File: config.mk
export PLATFORM = sky130hd
export DESIGN_NAME = imu_tilt_complementary_filter_core
export DESIGN_NICKNAME = d
export VERILOG_FILES = /design/src/design/imutcf_pkg.sv /design/src/design/imu_tilt_complementary_filter_core.sv /design/src/design/imutcf_mac.sv
export SDC_FILE = /design/constraint.sdc
export NUM_CORES = 2
export LEC_CHECK = 0
export ABC_CLOCK_PERIOD_IN_PS = 38300
export BUFFER_PORTS_ARGS = -buffer_cell sky130_fd_sc_hd__buf_2
export CAP_MARGIN = 25
export CORE_MARGIN = 4
export CORE_UTILIZATION = 50
export DETAILED_ROUTE_END_ITERATION = 8
export PLACE_DENSITY = 0.74
export SLEW_MARGIN = 20
export SYNTH_ARGS = -nofsm -noshare
export SYNTH_HDL_FRONTEND = slang
export SYNTH_SLANG_ARGS = --single-unit
File: constraint.sdc
create_clock -name clk -period 38.3 [get_ports clk]
set_input_delay 3.83 -clock clk [delete_from_list [all_inputs] [get_ports clk]]
set_output_delay 3.83 -clock clk [all_outputs]
set_load 0.01 [all_outputs]
File: src/design/imutcf_pkg.sv
`timescale 1ns / 1ps
// ----------------------------------------------------------------------------
// imutcf_pkg: shared types and constants
// Register indexes, sequencer states, CORDIC angle table.
// ----------------------------------------------------------------------------
package imutcf_pkg;

    localparam int CORDIC_STEPS    = 16;
    localparam int ANGLE_FRAC_BITS = 8;
    localparam int ITERS           = (CORDIC_STEPS < 24) ? CORDIC_STEPS : 24;
    localparam int ITER_W          = 5;
    localparam int RND_SHIFT       = 16 - ANGLE_FRAC_BITS;

    localparam logic [2:0] REG_BLEND  = 3'd0;
    localparam logic [2:0] REG_GAIN   = 3'd1;
    localparam logic [2:0] REG_STEP   = 3'd2;
    localparam logic [2:0] REG_OFFSET = 3'd3;
    localparam logic [2:0] REG_SCALE  = 3'd4;
    localparam logic [2:0] REG_SMOOTH = 3'd5;
    localparam logic [2:0] REG_LIMIT  = 3'd6;

    localparam logic signed [31:0] DEG90_Q16 = 32'sd5898240;

    typedef enum logic [3:0] {
        ST_IDLE,
        ST_CORDIC,
        ST_SMOOTH_A,
        ST_SMOOTH_B,
        ST_RATE,
        ST_INTEG,
        ST_GAIN,
        ST_PRED,
        ST_BLEND_A,
        ST_BLEND_B,
        ST_DONE
    } state_t;

    function automatic logic [21:0] atan_lut(input logic [ITER_W-1:0] i);
        logic [21:0] v;
        begin
            case (i)
                5'd0:  v = 22'd2949120;
                5'd1:  v = 22'd1740967;
                5'd2:  v = 22'd919879;
                5'd3:  v = 22'd466945;
                5'd4:  v = 22'd234379;
                5'd5:  v = 22'd117304;
                5'd6:  v = 22'd58666;
                5'd7:  v = 22'd29335;
                5'd8:  v = 22'd14668;
                5'd9:  v = 22'd7334;
                5'd10: v = 22'd3667;
                5'd11: v = 22'd1833;
                5'd12: v = 22'd917;
                5'd13: v = 22'd458;
                5'd14: v = 22'd229;
                5'd15: v = 22'd115;
                5'd16: v = 22'd57;
                5'd17: v = 22'd29;
                5'd18: v = 22'd14;
                5'd19: v = 22'd7;
                5'd20: v = 22'd4;
                5'd21: v = 22'd2;
                5'd22: v = 22'd1;
                default: v = 22'd0;
            endcase
            atan_lut = v;
        end
    endfunction

endpackage

File: src/design/imu_tilt_complementary_filter_core.sv
`timescale 1ns / 1ps
// ----------------------------------------------------------------------------
// imu_tilt_complementary_filter_core: accel/gyro tilt fusion
// CORDIC arctangent tilt plus a smoothed, integrated gyro rate, blended.
// ----------------------------------------------------------------------------
// A request runs the CORDIC loop, ITERS = min(CORDIC_STEPS, 24) iterations,
// then states SMOOTH_A, SMOOTH_B, RATE, INTEG, GAIN, PRED, BLEND_A, BLEND_B
// and DONE before the result is valid; when accel x is zero the CORDIC state
// is left without rotating. Requests are not overlapped: the rate is set by
// the CORDIC iterations and the single shared multiplier that serves all
// eight products in turn. s_tready is low while a request is in work; a
// finished result waits in the output register and the next request is taken
// after it leaves. Reset (rst_n low, async) clears the filter state, sequencer
// and restores register defaults.
module imu_tilt_complementary_filter_core
(
    input  logic        clk,
    input  logic        rst_n,
    input  logic        cfg_we,
    input  logic [2:0]  cfg_addr,
    input  logic [15:0] cfg_wdata,
    input  logic        s_tvalid,
    output logic        s_tready,
    input  logic [47:0] s_tdata,   // accel_x[15:0], accel_z[31:16], gyro_y[47:32]
    output logic        m_tvalid,
    input  logic        m_tready,
    output logic [87:0] m_tdata    // fused_angle[15:0], tilt_from_accel[31:16],
                                   // scaled_rate[51:32], rate_integral[83:52]
);

    // configuration registers
    logic [15:0]        blend_reg, gain_reg, step_reg, scale_reg, smooth_reg;
    logic signed [15:0] offset_reg;
    logic [14:0]        limit_reg;

    always_ff @(posedge clk or negedge rst_n)
    begin
        if (!rst_n)
        begin
            blend_reg  <= 16'd492;
            gain_reg   <= 16'd60948;
            step_reg   <= 16'd328;
            offset_reg <= 16'sd1;
            scale_reg  <= 16'd3996;
            smooth_reg <= 16'd52429;
            limit_reg  <= 15'd23040;
        end
        else if (cfg_we)
        begin
            case (cfg_addr)
                imutcf_pkg::REG_BLEND:  blend_reg  <= cfg_wdata;
                imutcf_pkg::REG_GAIN:   gain_reg   <= cfg_wdata;
                imutcf_pkg::REG_STEP:   step_reg   <= cfg_wdata;
                imutcf_pkg::REG_OFFSET: offset_reg <= cfg_wdata;
                imutcf_pkg::REG_SCALE:  scale_reg  <= cfg_wdata;
                imutcf_pkg::REG_SMOOTH: smooth_reg <= cfg_wdata;
                imutcf_pkg::REG_LIMIT:  limit_reg  <= cfg_wdata[14:0];
                default: ;
            endcase
        end
    end

    // filter state
    logic signed [15:0] sgyro_reg, sgyro_next;
    logic signed [15:0] ftilt_reg, ftilt_next;
    logic signed [31:0] accum_reg, accum_next;

    // sequencer
    imutcf_pkg::state_t state_reg, state_next;
    logic [imutcf_pkg::ITER_W-1:0] iter_reg, iter_next;

    // working registers
    logic signed [25:0] cx_reg, cx_next, cz_reg, cz_next;  // CORDIC vectors
    logic signed [31:0] ang_reg, ang_next;
    logic               axis_reg, axis_next;               // x == 0 shortcut
    logic signed [15:0] gy_reg, gy_next;
    logic signed [15:0] tilt_reg, tilt_next;
    logic signed [35:0] acc_reg, acc_next;                 // partial sum
    logic signed [31:0] rate_reg, rate_next;
    logic signed [19:0] gain_out_reg, gain_out_next;
    logic signed [35:0] pred_reg, pred_next;
    logic               out_valid_reg, out_valid_next;
    logic [87:0]        out_data_reg, out_data_next;

    // shared multiplier; b holds 65536 - w, so it needs 18 bits
    logic signed [35:0] mul_a;
    logic signed [17:0] mul_b;
    logic signed [52:0] mul_p;

    imutcf_mac u_mac
    (
        .clk (clk),
        .a   (mul_a),
        .b   (mul_b),
        .p   (mul_p)
    );

    // round to nearest, ties up, by 2^16 / 2^RND_SHIFT
    function automatic logic signed [52:0] rnd16(input logic signed [52:0] v);
        rnd16 = (v + 53'sd32768) >>> 16;
    endfunction
    function automatic logic signed [52:0] rndf(input logic signed [52:0] v);
        rndf = (v + (53'sd1 <<< (imutcf_pkg::RND_SHIFT - 1))) >>> imutcf_pkg::RND_SHIFT;
    endfunction

    logic signed [52:0] r16, rf;
    assign r16 = rnd16(mul_p);
    assign rf  = rndf(mul_p);

    // CORDIC step
    logic signed [25:0] sh_x, sh_z;
    logic signed [31:0] atan_v;
    assign sh_x   = cx_reg >>> iter_reg;
    assign sh_z   = cz_reg >>> iter_reg;
    assign atan_v = 32'(signed'({1'b0, imutcf_pkg::atan_lut(iter_reg)}));

    // input unpack
    logic signed [15:0] in_ax, in_az, in_gy;
    logic signed [16:0] ax_abs, az_neg;
    assign in_ax  = s_tdata[15:0];
    assign in_az  = s_tdata[31:16];
    assign in_gy  = s_tdata[47:32];
    assign ax_abs = in_ax[15] ? -17'(in_ax) : 17'(in_ax);
    assign az_neg = in_ax[15] ? -17'(in_az) : 17'(in_az);

    assign s_tready = (state_reg == imutcf_pkg::ST_IDLE) && !out_valid_reg;
    assign m_tvalid = out_valid_reg;
    assign m_tdata  = out_data_reg;

    // clamp helpers
    logic signed [31:0] ang_cl;
    logic signed [52:0] tsum;
    logic signed [52:0] sm_v, gn_v, fu_v;
    logic signed [15:0] lim_p, lim_n;
    assign ang_cl = (ang_reg > imutcf_pkg::DEG90_Q16) ? imutcf_pkg::DEG90_Q16 :
                    (ang_reg < -imutcf_pkg::DEG90_Q16) ? -imutcf_pkg::DEG90_Q16 : ang_reg;
    assign lim_p  = 16'(signed'({1'b0, limit_reg}));
    assign lim_n  = -lim_p;

    // next state
    always_comb
    begin
        state_next = state_reg;
        case (state_reg)
            imutcf_pkg::ST_IDLE:
                if (s_tvalid && s_tready) state_next = imutcf_pkg::ST_CORDIC;
            imutcf_pkg::ST_CORDIC:
                if (axis_reg || iter_reg == imutcf_pkg::ITER_W'(imutcf_pkg::ITERS - 1))
                    state_next = imutcf_pkg::ST_SMOOTH_A;
            imutcf_pkg::ST_SMOOTH_A: state_next = imutcf_pkg::ST_SMOOTH_B;
            imutcf_pkg::ST_SMOOTH_B: state_next = imutcf_pkg::ST_RATE;
            imutcf_pkg::ST_RATE:     state_next = imutcf_pkg::ST_INTEG;
            imutcf_pkg::ST_INTEG:    state_next = imutcf_pkg::ST_GAIN;
            imutcf_pkg::ST_GAIN:     state_next = imutcf_pkg::ST_PRED;
            imutcf_pkg::ST_PRED:     state_next = imutcf_pkg::ST_BLEND_A;
            imutcf_pkg::ST_BLEND_A:  state_next = imutcf_pkg::ST_BLEND_B;
            imutcf_pkg::ST_BLEND_B:  state_next = imutcf_pkg::ST_DONE;
            imutcf_pkg::ST_DONE:     state_next = imutcf_pkg::ST_IDLE;
            default:                 state_next = imutcf_pkg::ST_IDLE;
        endcase
    end

    // datapath and outputs. Each multiply is issued one state, used the next.
    always_comb
    begin
        iter_next      = iter_reg;
        cx_next        = cx_reg;
        cz_next        = cz_reg;
        ang_next       = ang_reg;
        axis_next      = axis_reg;
        gy_next        = gy_reg;
        tilt_next      = tilt_reg;
        acc_next       = acc_reg;
        rate_next      = rate_reg;
        gain_out_next  = gain_out_reg;
        pred_next      = pred_reg;
        sgyro_next     = sgyro_reg;
        ftilt_next     = ftilt_reg;
        accum_next     = accum_reg;
        out_valid_next = out_valid_reg;
        out_data_next  = out_data_reg;
        mul_a          = '0;
        mul_b          = '0;
        tsum           = '0;
        sm_v           = '0;
        gn_v           = '0;
        fu_v           = '0;

        if (out_valid_reg && m_tready)
            out_valid_next = 1'b0;

        case (state_reg)
            imutcf_pkg::ST_IDLE:
            begin
                if (s_tvalid && s_tready)
                begin
                    iter_next = '0;
                    cx_next   = 26'(ax_abs) <<< 8;
                    cz_next   = 26'(az_neg) <<< 8;
                    gy_next   = in_gy;
                    axis_next = (in_ax == 16'sd0);
                    if (in_ax == 16'sd0)
                        ang_next = (in_az > 0) ? imutcf_pkg::DEG90_Q16 :
                                   (in_az < 0) ? -imutcf_pkg::DEG90_Q16 : 32'sd0;
                    else
                        ang_next = '0;
                end
            end
            imutcf_pkg::ST_CORDIC:
            begin
                if (!axis_reg)
                begin
                    if (cz_reg > 0)
                    begin
                        cx_next  = cx_reg + sh_z;
                        cz_next  = cz_reg - sh_x;
                        ang_next = ang_reg + atan_v;
                    end
                    else
                    begin
                        cx_next  = cx_reg - sh_z;
                        cz_next  = cz_reg + sh_x;
                        ang_next = ang_reg - atan_v;
                    end
                end
                iter_next = iter_reg + 1'b1;
            end
            imutcf_pkg::ST_SMOOTH_A:
            begin
                tsum      = 53'(ang_cl) + (53'sd1 <<< (imutcf_pkg::RND_SHIFT - 1));
                tilt_next = 16'(tsum >>> imutcf_pkg::RND_SHIFT);
                mul_a     = 36'(sgyro_reg);
                mul_b     = 18'(signed'({1'b0, smooth_reg}));
            end
            imutcf_pkg::ST_SMOOTH_B:
            begin
                acc_next = 36'(mul_p);
                mul_a    = 36'(gy_reg);
                mul_b    = 18'sd65536 - 18'(signed'({1'b0, smooth_reg}));
            end
            imutcf_pkg::ST_RATE:
            begin
                sm_v = rnd16(53'(acc_reg) + mul_p);
                if (sm_v > 53'sd32767)       sgyro_next = 16'sh7fff;
                else if (sm_v < -53'sd32768) sgyro_next = 16'sh8000;
                else                         sgyro_next = 16'(sm_v);
                mul_a = 36'(sgyro_next) - 36'(offset_reg);
                mul_b = 18'(signed'({1'b0, scale_reg}));
            end
            imutcf_pkg::ST_INTEG:
            begin
                rate_next = 32'(rf);
                mul_a     = 36'(rate_next);
                mul_b     = 18'(signed'({1'b0, step_reg}));
            end
            imutcf_pkg::ST_GAIN:
            begin
                sm_v = 53'(accum_reg) + r16;
                if (sm_v > 53'sd2147483647)       accum_next = 32'sh7fffffff;
                else if (sm_v < -53'sd2147483648) accum_next = 32'sh80000000;
                else                              accum_next = 32'(sm_v);
                mul_a = 36'(rate_reg);
                mul_b = 18'(signed'({1'b0, gain_reg}));
            end
            imutcf_pkg::ST_PRED:
            begin
                gn_v = r16;
                if (gn_v > 53'sd524287)       gain_out_next = 20'sh7ffff;
                else if (gn_v < -53'sd524288) gain_out_next = 20'sh80000;
                else                          gain_out_next = 20'(gn_v);
                mul_a = 36'(gain_out_next);
                mul_b = 18'(signed'({1'b0, step_reg}));
            end
            imutcf_pkg::ST_BLEND_A:
            begin
                pred_next = 36'(ftilt_reg) + 36'(r16);
                mul_a     = 36'(tilt_reg);
                mul_b     = 18'(signed'({1'b0, blend_reg}));
            end
            imutcf_pkg::ST_BLEND_B:
            begin
                acc_next = 36'(mul_p);
                mul_a    = pred_reg;
                mul_b    = 18'sd65536 - 18'(signed'({1'b0, blend_reg}));
            end
            imutcf_pkg::ST_DONE:
            begin
                fu_v = rnd16(53'(acc_reg) + mul_p);
                if (fu_v > 53'(lim_p))      ftilt_next = lim_p;
                else if (fu_v < 53'(lim_n)) ftilt_next = lim_n;
                else                        ftilt_next = 16'(fu_v);
                out_valid_next = 1'b1;
                out_data_next  = {4'b0, accum_reg, gain_out_reg, tilt_reg, ftilt_next};
            end
            default: ;
        endcase
    end

    always_ff @(posedge clk or negedge rst_n)
    begin
        if (!rst_n)
        begin
            state_reg     <= imutcf_pkg::ST_IDLE;
            iter_reg      <= '0;
            out_valid_reg <= 1'b0;
            sgyro_reg     <= '0;
            ftilt_reg     <= '0;
            accum_reg     <= '0;
            axis_reg      <= 1'b0;
        end
        else
        begin
            state_reg     <= state_next;
            iter_reg      <= iter_next;
            out_valid_reg <= out_valid_next;
            sgyro_reg     <= sgyro_next;
            ftilt_reg     <= ftilt_next;
            accum_reg     <= accum_next;
            axis_reg      <= axis_next;
        end
    end

    always_ff @(posedge clk)
    begin
        cx_reg       <= cx_next;
        cz_reg       <= cz_next;
        ang_reg      <= ang_next;
        gy_reg       <= gy_next;
        tilt_reg     <= tilt_next;
        acc_reg      <= acc_next;
        rate_reg     <= rate_next;
        gain_out_reg <= gain_out_next;
        pred_reg     <= pred_next;
        out_data_reg <= out_data_next;
    end

endmodule

File: src/design/imutcf_mac.sv
`timescale 1ns / 1ps
// ----------------------------------------------------------------------------
// imutcf_mac: shared signed multiplier with a registered product
// One 36 x 18 signed multiply per cycle.
// ----------------------------------------------------------------------------
module imutcf_mac
(
    input  logic                clk,
    input  logic signed [35:0]  a,
    input  logic signed [17:0]  b,
    output logic signed [52:0]  p
);

    logic signed [52:0] p_reg;

    always_ff @(posedge clk)
    begin
        p_reg <= 53'(a) * 53'(b);
    end

    assign p = p_reg;

endmodule
==> impl_summary.log <==
INFO  metric run_status = completed
INFO  metric crit_path_max_fanout = 15
INFO  metric hold_buffers = 0
INFO  metric tritoncts.num_buffers = roughly 70
INFO  metric floorplan.die.height = approximately 360 um
INFO  metric first_global_vias = ~50k
INFO  metric synth_largest_area_cell = fa_1
INFO  metric coreArea = about 0.12 mm^2
INFO  metric comb_power_share = ~69%
INFO  metric postSynthAreaPerCell = roughly 9.4 um^2
INFO  metric synthArstFlopShare = between 30% and 40%
INFO  metric synth_seq_area_share = 25.2%
INFO  metric final-hold-violation-count = 0
INFO  metric crit_path_start_kind = flop
INFO  metric share_clk_of_total_power = roughly an eighth
INFO  metric tightestPinTransition = between 1000 and 1500 ps
INFO  metric clk_latency = around 700 ps
INFO  metric worstSetupPathType = flop to flop
INFO  metric fmaxAchievable = around 0.066 GHz
INFO  metric path_buf_inv = 5
INFO  metric clkSinkCount = 563
INFO  metric ys_dominant_reg_cell = edfxtp_1
INFO  metric power.net_switching = 0.00286 W
INFO  metric fp.dieW = around 360 um
INFO  metric flow.area_growth_from_synthesis = 8.16%
INFO  metric clock_transition_at_the_registers_of_the_reported_paths = 60 ps
INFO  metric dominant_cells_by_area_after_synthesis = fa_1, edfxtp_1, ha_1
INFO  metric initial_cell_density_of_the_core = between 50 and 60%
INFO  metric fin_crit = around 15000 ps
INFO  metric postRouteAntennaNets = 0
INFO  metric wire_length_of_the_first_global_routing_pass = 297000 um
INFO  metric worst_slack = between 20000 and 25000 ps
INFO  metric drtPass1Iterations = 6
INFO  metric slew_headroom = 28.1%
INFO  metric power_report.internal_total = around 0.0028 W
INFO  metric syn_inst = roughly 6.6k
INFO  metric timing.setup.tns = 0 ps
INFO  metric max-clock-path-buffers = 3
INFO  metric stdcell_area = roughly 0.067 mm^2
INFO  metric power.static_leakage = 29.9 nW
INFO  metric port-buffer-count = roughly 160
INFO  metric number_of_h_tree_levels = 3
INFO  metric largest_reg_flops = 84
INFO  metric synth_cell_type_count = about 120
INFO  metric worst_ep_arrival_time = between 15000 and 20000 ps
INFO  metric detailedPlacementHpwl = about 150000 um
INFO  metric cellPowerDensity = ~86 mW/mm^2
INFO  metric setup_repair_after_global_routing_missed_its_margin = no
INFO  metric setup_viol = 0
INFO  metric dieArea = about 0.13 mm^2
INFO  metric avgRoutedWirePerCell = ~23 um
INFO  metric ys_ff_latch = around 560
INFO  metric crit_path_max_incr_delay = approximately 690 ps
INFO  metric maxCapViolations = 0
INFO  metric via_per_inst = 6.02
INFO  metric track_usage = between 20% and 30%
INFO  metric clk_root_buffer_cell = clkbuf_16
INFO  metric finalPower = 0.00570 W
INFO  metric gp_weighted_congestion = 0.989
INFO  metric setup.worst_path.end_class = flop
INFO  metric synth_enable_flop_cells = ~320
INFO  metric worst_path_max_delay_cell = o41ai_1
INFO  metric swShare = 50.2%
INFO  metric place_ws = between 20000 and 25000 ps
INFO  metric layout-drive-gt1-share = approximately 11%
INFO  metric ys_warn_count = 0
INFO  metric fp-row-count = between 100 and 150
INFO  metric gr_ovfl_total = 0
INFO  metric dr.first_iter.drc_count = 5098
INFO  metric vdd_drop_max = slightly below 0.08 mV
INFO  metric route.vias.total = between 50k and 60k
INFO  metric power.sequential.fraction = between 10% and 20%
INFO  metric crit_family = compound AO/OA/AOI/OAI gates
INFO  metric grt_start_max_net_pins = 68
INFO  metric tritoncts = done
INFO  metric yosys.area.top_type_share = approximately a fifth
INFO  metric min_path_type = flop to flop
INFO  metric syn_area = between 0.06 and 0.07 mm^2
INFO  metric antenna_found_initial = 14
INFO  metric num-nets-final = a little under 8k
INFO  metric final.fill_count = approximately 11k
INFO  metric cts_setup_buffers = 0
INFO  metric min_period_over_period = between 30% and 40%
INFO  metric io-pin-count = 162
INFO  metric dpl_cell_area = roughly 0.064 mm^2
INFO  metric worst_ep_required_time = 38830 ps
INFO  metric cts.repair.resized = 0
INFO  metric routed_wl = just under 200000 um
INFO  metric drc_errors = 0
INFO  metric maxSlewViolCount = 0
INFO  metric worst_clock_skew = 56.3 ps
final cells by class:
class                           count  area (um^2)  area share, %
Inverter                          837         3140           4.72
Clock inverter                     34          414          0.622
Antenna cell                       10         25.0         0.0376
Clock buffer                       93         1940           2.91
Sequential cell                   563        15500           23.3
Timing Repair Buffer              245         1490           2.24
Multi-Input combinational cell   4903        42100           63.2
Tap cell                         1625         2030           3.05
per-layer routing:
metal | GRT usage, % | up-vias | share of wire, %
met5 | 0 | - | 0.019
met4 | 16.1 | 6 | 6.4
met3 | 6.33 | 546 | 8.5
met2 | 48.2 | 2251 | 47
met1 | 36.8 | 24726 | 38
li1 | - | 22486 | -
through the flow:
step / hold slack [ps] / util, % / cells
CTS: 418 / 54.5 / 8298
finish: 416 / 54.6 / 8310
floorplan: 400 / - / 6553
detailed placement: 405 / 52.6 / 8171
global route: 418 / 54.6 / 8300
global placement: 405 / 52.6 / 8169
cells by family (layout without fill, tap and decap cells):
group / after synthesis / after routing / share of synthesized area (%)
compound gates: 1227 / 1227 / 13.2
xor+xnor: 437 / 437 / 6.23
fa+ha+maj: 1046 / 1046 / 28.3
buf+inv: 1087 / 1209 / 6.90
flops: 563 / 563 / 25.2
mux: 289 / 289 / 6.10
other cells: 1 / 14 / 0.00609
simple gates: 1900 / 1900 / 14.0
synth_stat cells, types with 21 or more instances:
cell and n:
ha_1 464, nor4_1 21, and3_1 47, o21bai_1 39, inv_1 829, or2_2 45, a211oi_1 32, and2_1 37
nand2_1 659, mux4_2 53, o21a_1 56, o21ai_0 245, o211ai_1 31, xor2_1 148, or3_1 28, a31oi_1 47
nor2b_1 80, nor2_1 606, dfstp_2 39, xnor2_1 288, nand2b_1 49, a21o_1 123, a221o_1 51, edfxtp_1 324
nor3_1 100, mux2_2 155, fa_1 582, nand3_1 100, dfxtp_1 53, mux2i_1 79, buf_2 26, a22oi_1 49
dfrtp_1 147, a21oi_1 337, nand4_1 56, o31ai_1 30, clkbuf_1 189
final timing paths:
check,start,endpoint,slack (ps),cells past startpoint
max in group asynchronous,rst_n,blend_reg[10],32960,3
min,gain_out_reg[5],m_tdata[37],420,0
max,u_mac.p[17],u_mac.p[51],23240,52
min in group asynchronous,rst_n,accum_reg[20],3190,1
max reg2reg,u_mac.p[17],u_mac.p[51],23240,52
min reg2reg,gain_out_reg[5],m_tdata[37],420,0
cells in the final DEF, fill, tap and decap left out, types with 47 or more instances in the layout:
cell type	netlist	final
ha_1	464	464
a21oi_1	337	337
a31oi_1	47	47
nor2_1	606	601
dfxtp_1	53	53
xor2_1	148	148
nand2_1	659	657
buf_4	8	84
nand2b_1	49	49
mux2_2	155	155
o21ai_0	245	244
o21a_1	56	56
nand3_1	100	100
mux2i_1	79	79
inv_1	829	828
xnor2_1	288	288
clkbuf_16	0	72
a221o_1	51	51
edfxtp_1	324	324
fa_1	582	582
nor3_1	100	94
buf_2	26	156
and3_1	47	47
nor2b_1	80	80
dfrtp_1	147	143
a21o_1	123	123
mux4_2	53	53
nand4_1	56	56
a22oi_1	49	49
power by group through the flow:
stage               Sequential (W)  Clock (W)  Combinational (W)
floorplan                  0.00103          0            0.00288
global route               0.00109   0.000723            0.00432
detailed placement         0.00108          0            0.00385
global placement           0.00107          0            0.00375
finish                     0.00107   0.000692            0.00394
CTS                        0.00107   0.000701            0.00388
(Power assumes the default switching activity.)
